===== src/hdl/tsp_pkg.sv =====
// Shared types and constants for the trapezoidal speed profile block.
// Holds the channel words, request and register codes, and the
// command and status words between controller and datapath.
package tsp_pkg;

	typedef enum logic [1:0] {
		REQ_TICK  = 2'd0,
		REQ_MOVE  = 2'd1,
		REQ_STOP  = 2'd2,
		REQ_ESTOP = 2'd3
	} req_t;

	localparam logic [2:0] CFG_ACCEL      = 3'd0;
	localparam logic [2:0] CFG_DECEL      = 3'd1;
	localparam logic [2:0] CFG_EDECEL     = 3'd2;
	localparam logic [2:0] CFG_MAX_SPEED  = 3'd3;
	localparam logic [2:0] CFG_PERIOD     = 3'd4;
	localparam logic [2:0] CFG_STEP_LEN   = 3'd5;

	localparam logic [30:0] RST_ACCEL     = 31'd1677722;
	localparam logic [30:0] RST_DECEL     = 31'd1677722;
	localparam logic [30:0] RST_EDECEL    = 31'd3355443;
	localparam logic [30:0] RST_MAX_SPEED = 31'd2516582;
	localparam logic [24:0] RST_PERIOD    = 25'd167772;
	localparam logic [31:0] RST_STEP_LEN  = 32'd4295;

	typedef struct packed {
		logic [1:0]         req_type;
		logic signed [31:0] position_steps;
		logic signed [31:0] move_distance;
		logic signed [31:0] end_speed;
	} in_word_t;

	typedef struct packed {
		logic signed [31:0] speed;
		logic               moving;
		logic               emergency_active;
	} out_word_t;

	typedef enum logic [2:0] {
		MUL_NONE = 3'd0,
		MUL_POS  = 3'd1,
		MUL_VV   = 3'd2,
		MUL_FF   = 3'd3,
		MUL_STEP = 3'd4
	} mul_sel_t;

	typedef struct packed {
		logic     ld_in;
		mul_sel_t mul_sel;
		logic     ld_pos;
		logic     ld_rem;
		logic     ld_mag;
		logic     div_start;
		logic     dec_tick;
		logic     apply_stop;
		logic     apply_step;
		logic     apply_move;
		logic     ld_out;
	} dp_cmd_t;

	typedef struct packed {
		logic [1:0] req;
		logic       active;
		logic       end_move;
		logic       div_done;
	} dp_status_t;

endpackage


===== src/hdl/tsp_ctrl.sv =====
// Sequencer for the profile datapath: steps one item through multiply,
// divide and update phases. Depends on tsp_pkg.
module tsp_ctrl (
	input  logic                clk,
	input  logic                arst_n,
	input  logic                in_valid,
	output logic                in_stall,
	output logic                out_valid,
	input  logic                out_stall,
	input  tsp_pkg::dp_status_t status,
	output tsp_pkg::dp_cmd_t    cmd
);
	import tsp_pkg::*;

	typedef enum logic [11:0] {
		ST_IDLE = 12'b0000_0000_0001,
		ST_POS  = 12'b0000_0000_0010,
		ST_POSL = 12'b0000_0000_0100,
		ST_VV   = 12'b0000_0000_1000,
		ST_FF   = 12'b0000_0001_0000,
		ST_DIVS = 12'b0000_0010_0000,
		ST_DIVW = 12'b0000_0100_0000,
		ST_DEC  = 12'b0000_1000_0000,
		ST_MULS = 12'b0001_0000_0000,
		ST_STEP = 12'b0010_0000_0000,
		ST_MOVE = 12'b0100_0000_0000,
		ST_DONE = 12'b1000_0000_0000
	} state_t;

	state_t state_q, state_d;
	logic   out_valid_q;
	logic   out_free;
	logic   is_tick;

	assign out_free = !out_valid_q || !out_stall;
	assign is_tick  = status.req == REQ_TICK;

	always_comb begin
		state_d = state_q;
		cmd     = '0;
		unique case (state_q)
			ST_IDLE: begin
				cmd.ld_in = in_valid;
				if (in_valid)
					state_d = ST_POS;
			end
			ST_POS: begin
				cmd.mul_sel = MUL_POS;
				state_d     = ST_POSL;
			end
			ST_POSL: begin
				cmd.ld_pos = 1'b1;
				priority if (status.req == REQ_MOVE)
					state_d = ST_MOVE;
				else if (is_tick && !status.active)
					state_d = ST_DONE;
				else
					state_d = ST_VV;
			end
			ST_VV: begin
				cmd.mul_sel = MUL_VV;
				cmd.ld_rem  = 1'b1;
				state_d     = ST_FF;
			end
			ST_FF: begin
				cmd.mul_sel = MUL_FF;
				cmd.ld_mag  = 1'b1;
				state_d     = ST_DIVS;
			end
			ST_DIVS: begin
				cmd.div_start = 1'b1;
				state_d       = ST_DIVW;
			end
			ST_DIVW: begin
				if (status.div_done)
					state_d = ST_DEC;
			end
			ST_DEC: begin
				if (is_tick) begin
					cmd.dec_tick = 1'b1;
					state_d      = status.end_move ? ST_DONE : ST_MULS;
				end else begin
					cmd.apply_stop = 1'b1;
					state_d        = ST_DONE;
				end
			end
			ST_MULS: begin
				cmd.mul_sel = MUL_STEP;
				state_d     = ST_STEP;
			end
			ST_STEP: begin
				cmd.apply_step = 1'b1;
				state_d        = ST_DONE;
			end
			ST_MOVE: begin
				cmd.apply_move = 1'b1;
				state_d        = ST_DONE;
			end
			ST_DONE: begin
				// hold until the output register can take the word
				cmd.ld_out = out_free;
				if (out_free)
					state_d = ST_IDLE;
			end
			default: state_d = ST_IDLE;
		endcase
	end

	always_ff @(posedge clk or negedge arst_n) begin
		if (!arst_n) begin
			state_q     <= ST_IDLE;
			out_valid_q <= 1'b0;
		end else begin
			state_q <= state_d;
			if (cmd.ld_out)
				out_valid_q <= 1'b1;
			else if (!out_stall)
				out_valid_q <= 1'b0;
		end
	end

	assign in_stall  = state_q != ST_IDLE;
	assign out_valid = out_valid_q;
endmodule


===== config.mk =====
export PLATFORM = sky130hd
export DESIGN_NAME = tsp_ctrl
export DESIGN_NICKNAME = d
export VERILOG_FILES = /design/src/hdl/tsp_pkg.sv /design/src/hdl/tsp_ctrl.sv
export SDC_FILE = /design/constraint.sdc
export NUM_CORES = 1
export LEC_CHECK = 0
export BUFFER_PORTS_ARGS = -buffer_cell sky130_fd_sc_hd__buf_2
export CORE_ASPECT_RATIO = 1.5
export CORE_MARGIN = 10
export CORE_UTILIZATION = 25
export DETAILED_ROUTE_END_ITERATION = 10
export PLACE_DENSITY = 0.57
export SLEW_MARGIN = 0
export SYNTH_ARGS = -nofsm -noshare
export SYNTH_HDL_FRONTEND = slang
export SYNTH_SLANG_ARGS = --single-unit
export TNS_END_PERCENT = 5

===== constraint.sdc =====
create_clock -name clk -period 3.8 [get_ports clk]
set_input_delay 0 -clock clk [delete_from_list [all_inputs] [get_ports clk]]
set_output_delay 0 -clock clk [all_outputs]
set_load 0.01 [all_outputs]

==> flow_summary_export.csv <==
group,metric,value,unit
layout,areaGrowthSynthToFinish,32.7,%
timing,fmax,445,MHz
placed_design,place.gp.congestion,0.843,
worst_setup_path,critical_path_arrival,2.43,ns
timing,finalHoldViolCount,1,
run,maxCapViolations,0,
global_route,grt_pass1_vias,762,
synth,synth_warnings,0,
clock_tree,cts_buffers,3,
worst_setup_path,cp.depth,6,
power,power.switching,170,uW
detailed_routing,drt-initial-drc-count,13,
clock_tree,clk_path_buf_depth,2,
power,power_density,442,mW/mm^2
worst_setup_path,critPathRequiredTime,3.98,ns
status,violations,"negative hold slack",
synth,yosysSeqAreaShare,40.8,%
detailed_routing,routed_wl,2000,um
status,outcome,"complete, but fails checks",
timing,rsz0062_at_grt,"no",
power,vdd_drop_max,0.290,mV
worst_setup_path,crit_start,"state_q[9]",
clock_tree,cts_sinks,13,
synth,syn-cell-area,801,um^2
clock_tree,postCtsSetupBuffers,0,
power,switching_share,36.3,%
timing,slew_headroom,75.2,%
worst_setup_path,rr_startpoint,"state_q[9]",
worst_setup_path,crit_type,"register to register",
layout,final_cell_mix,"23 x buf_2, 12 x dfrtp_1, 11 x nor2_1, 7 x inv_1",
placed_design,port_buffers,23,
worst_setup_path,endpoint_kind,"register",
die,die_w,66.2,um
layout,drive_above_1_share,38.1,%
worst_setup_path,r2r-end,"state_q[8]",
synth,synth_seq_cells,13,
clock_tree,cts_tree,"yes",
clock_tree,clock_latency,0.24,ns
power,combPwrFrac,36.2,%
clock_tree,clkTransAtPathRegs,0.06,ns
timing,finalMaxSlewViolations,0,
detailed_routing,num_vias,722,
layout,final_cell_area,0.00106,mm^2
placed_design,dpl.hpwl,1650,um
worst_setup_path,reg2regPathDepth,6,
die,die-area,0.00591,mm^2
global_route,grt_pass1_wl,3400,um
timing,period_minus_slack,2.25,ns
worst_setup_path,endpoint,"state_q[8]",
die,placementRows,25,
synth,avgSynthCellArea,9.89,um^2
power,power_leakage,0.559,nW
die,fp.dieH,89.3,um
worst_setup_path,crit_buf_inv,1,
synth,synth_cell_types,31,
worst_setup_path,critPathSlowestCell,"dlygate4sd3_1",
power,p_int,299,uW
die,core,0.00313,mm^2
layout,nets,123,
timing,finalSetupTns,0,ns
global_route,grt_max_degree,14,
die,ioPinCount,24,
detailed_routing,vias_per_cell,4.72,
worst_setup_path,crit_fanout,7,
worst_setup_path,crit_chain,"nor4_4, nand2_1, nor3_2, nand2_1, nor4_1, dlygate4sd3_1",
clock_tree,postCtsResizedCells,0,
clock_tree,cts_hold_buf,5,
worst_setup_path,start_kind,"register",
placed_design,post_dp_cell_area,966,um^2
layout,nFillCells,330,
die,start_util,25.6,%
worst_setup_path,cpMostUsedCell,"nand2_1",
global_route,gr-total-overflow,0,
power,clock_power_share,26.4,%
synth,synthCells,81,
detailed_routing,drtPass1Iterations,4,
hold_path,min_path_type,"input pin to register",
timing,hold_ws,-0.000824,ns
timing,min_period_over_period,59.2,%
clock_tree,ctsRootBufferMaster,"clkbuf_8",
power,seq_power_share,37.4,%
detailed_routing,ant_nets,0,
timing,tightest_slew,0.368,ns
timing,fin_skew,0.00181,ns
synth,synth_nets,90,
worst_setup_path,slowest_delay,0.58,ns
global_route,antenna_found_initial,0,
detailed_routing,drcViolationCount,0,
worst_setup_path,cp_top_family,"simple AND/OR/NAND/NOR gates",
timing,setup_viol,0,
layout,mostFrequentLayoutCell,"buf_2",
global_route,track_usage,7.31,%
layout,antenna_cells,0,
detailed_routing,post_drt_wl_per_cell,13.1,um
worst_setup_path,r2r_slack,1.55,ns
clock_tree,h-tree-depth,1,
==> sequential cells by signal, indices dropped and copies added, names as in the netlist <==
register,count
out_valid,1
state_q,12
==> per-layer routing <==
metal,track usage (%),vias to the layer above,share of wire [%]
met1,7.82,341,42
li1,-,354,-
met4,4.02,0,2.1
met5,0,-,0
met3,2.51,5,5.1
met2,12.2,22,51
==> power by group through the flow <==
stage / logic (mW) / clock network [mW] / registers [mW]
floorplan: 0.122 / 0 / 0.173
global placement: 0.167 / 0 / 0.176
detailed placement: 0.170 / 0 / 0.177
CTS: 0.174 / 0.125 / 0.175
global route: 0.190 / 0.136 / 0.176
finish: 0.170 / 0.124 / 0.175
==> metrics by stage <==
step | instances | hold slack, ns | setup WS [ns] | utilization, % | power [mW]
after floorplan | 81 | -0.296 | 2.11 | - | 0.294
after global placement | 144 | -0.0929 | 1.99 | 30.9 | 0.343
after detailed placement | 144 | -0.0947 | 1.94 | 30.9 | 0.347
after CTS | 153 | 0.000600 | 1.53 | 34.0 | 0.473
after global routing | 153 | 0.00416 | 1.41 | 34.0 | 0.502
final | 153 | -0.000824 | 1.55 | 34.0 | 0.469
==> kinds of logic after synthesis <==
kind of cell           after synthesis  synth area share (%)
DFF                                 13                  40.8
and+or+nand+nor                     51                  46.4
AOI/OAI and AO/OA                   10                  9.53
buffers and inverters                7                  3.28
==> final cells by class <==
cell class                 instances  area, um^2  share of cell area [%]
multi-input combinational         61         448                    42.2
sequential                        13         327                    30.7
timing repair buffer              28         165                    15.5
tap                               40        50.0                    4.71
clock buffer                       3        41.3                    3.89
inverter                           7        26.3                    2.47
clock inverter                     1        5.00                   0.471
==> Yosys cell counts, drive strengths merged <==
cell     count  area, um^2
and4b        1        10.0
or3b         1        11.3
a41o         1        10.0
or2          2        12.5
nand2b       5        31.3
a21oi        3        15.0
dfrtp       12         300
nand3        3        20.0
inv          7        26.3
nor4b        3        32.5
or3          1        6.26
nor2b        1        6.26
nor2        11        41.3
nand3b       1        7.51
nor3         5        30.0
and2         2        12.5
o21ai        2        10.0
a2111oi      1        15.0
o311a        1        11.3
nor4         9         120
nand2        5        21.3
dfstp        1        26.3
a21o         2        15.0
and2b        1        8.76
==> worst min path at each step <==
| stage | start | to | slack (ns) | cells after the start |
|---|---|---|---|---|
| after floorplan | arst_n | out_valid | -0.30 | 0 |
| after global routing | in_valid | state_q[1] | 0.004 | 3 |
| after detailed placement | arst_n | state_q[5] | -0.09 | 1 |
| after CTS | in_valid | state_q[1] | 0.0006 | 3 |
| final | in_valid | state_q[1] | -0.0008 | 3 |
| after global placement | arst_n | state_q[5] | -0.09 | 1 |
==> worst register-to-register path: cells and delay by family (launching register included) <==
family	cells	cell delay (ns)
buf+inv	1	0.58
flops	1	0.48
simple gates	5	1.14
(Power assumes the default switching activity.)
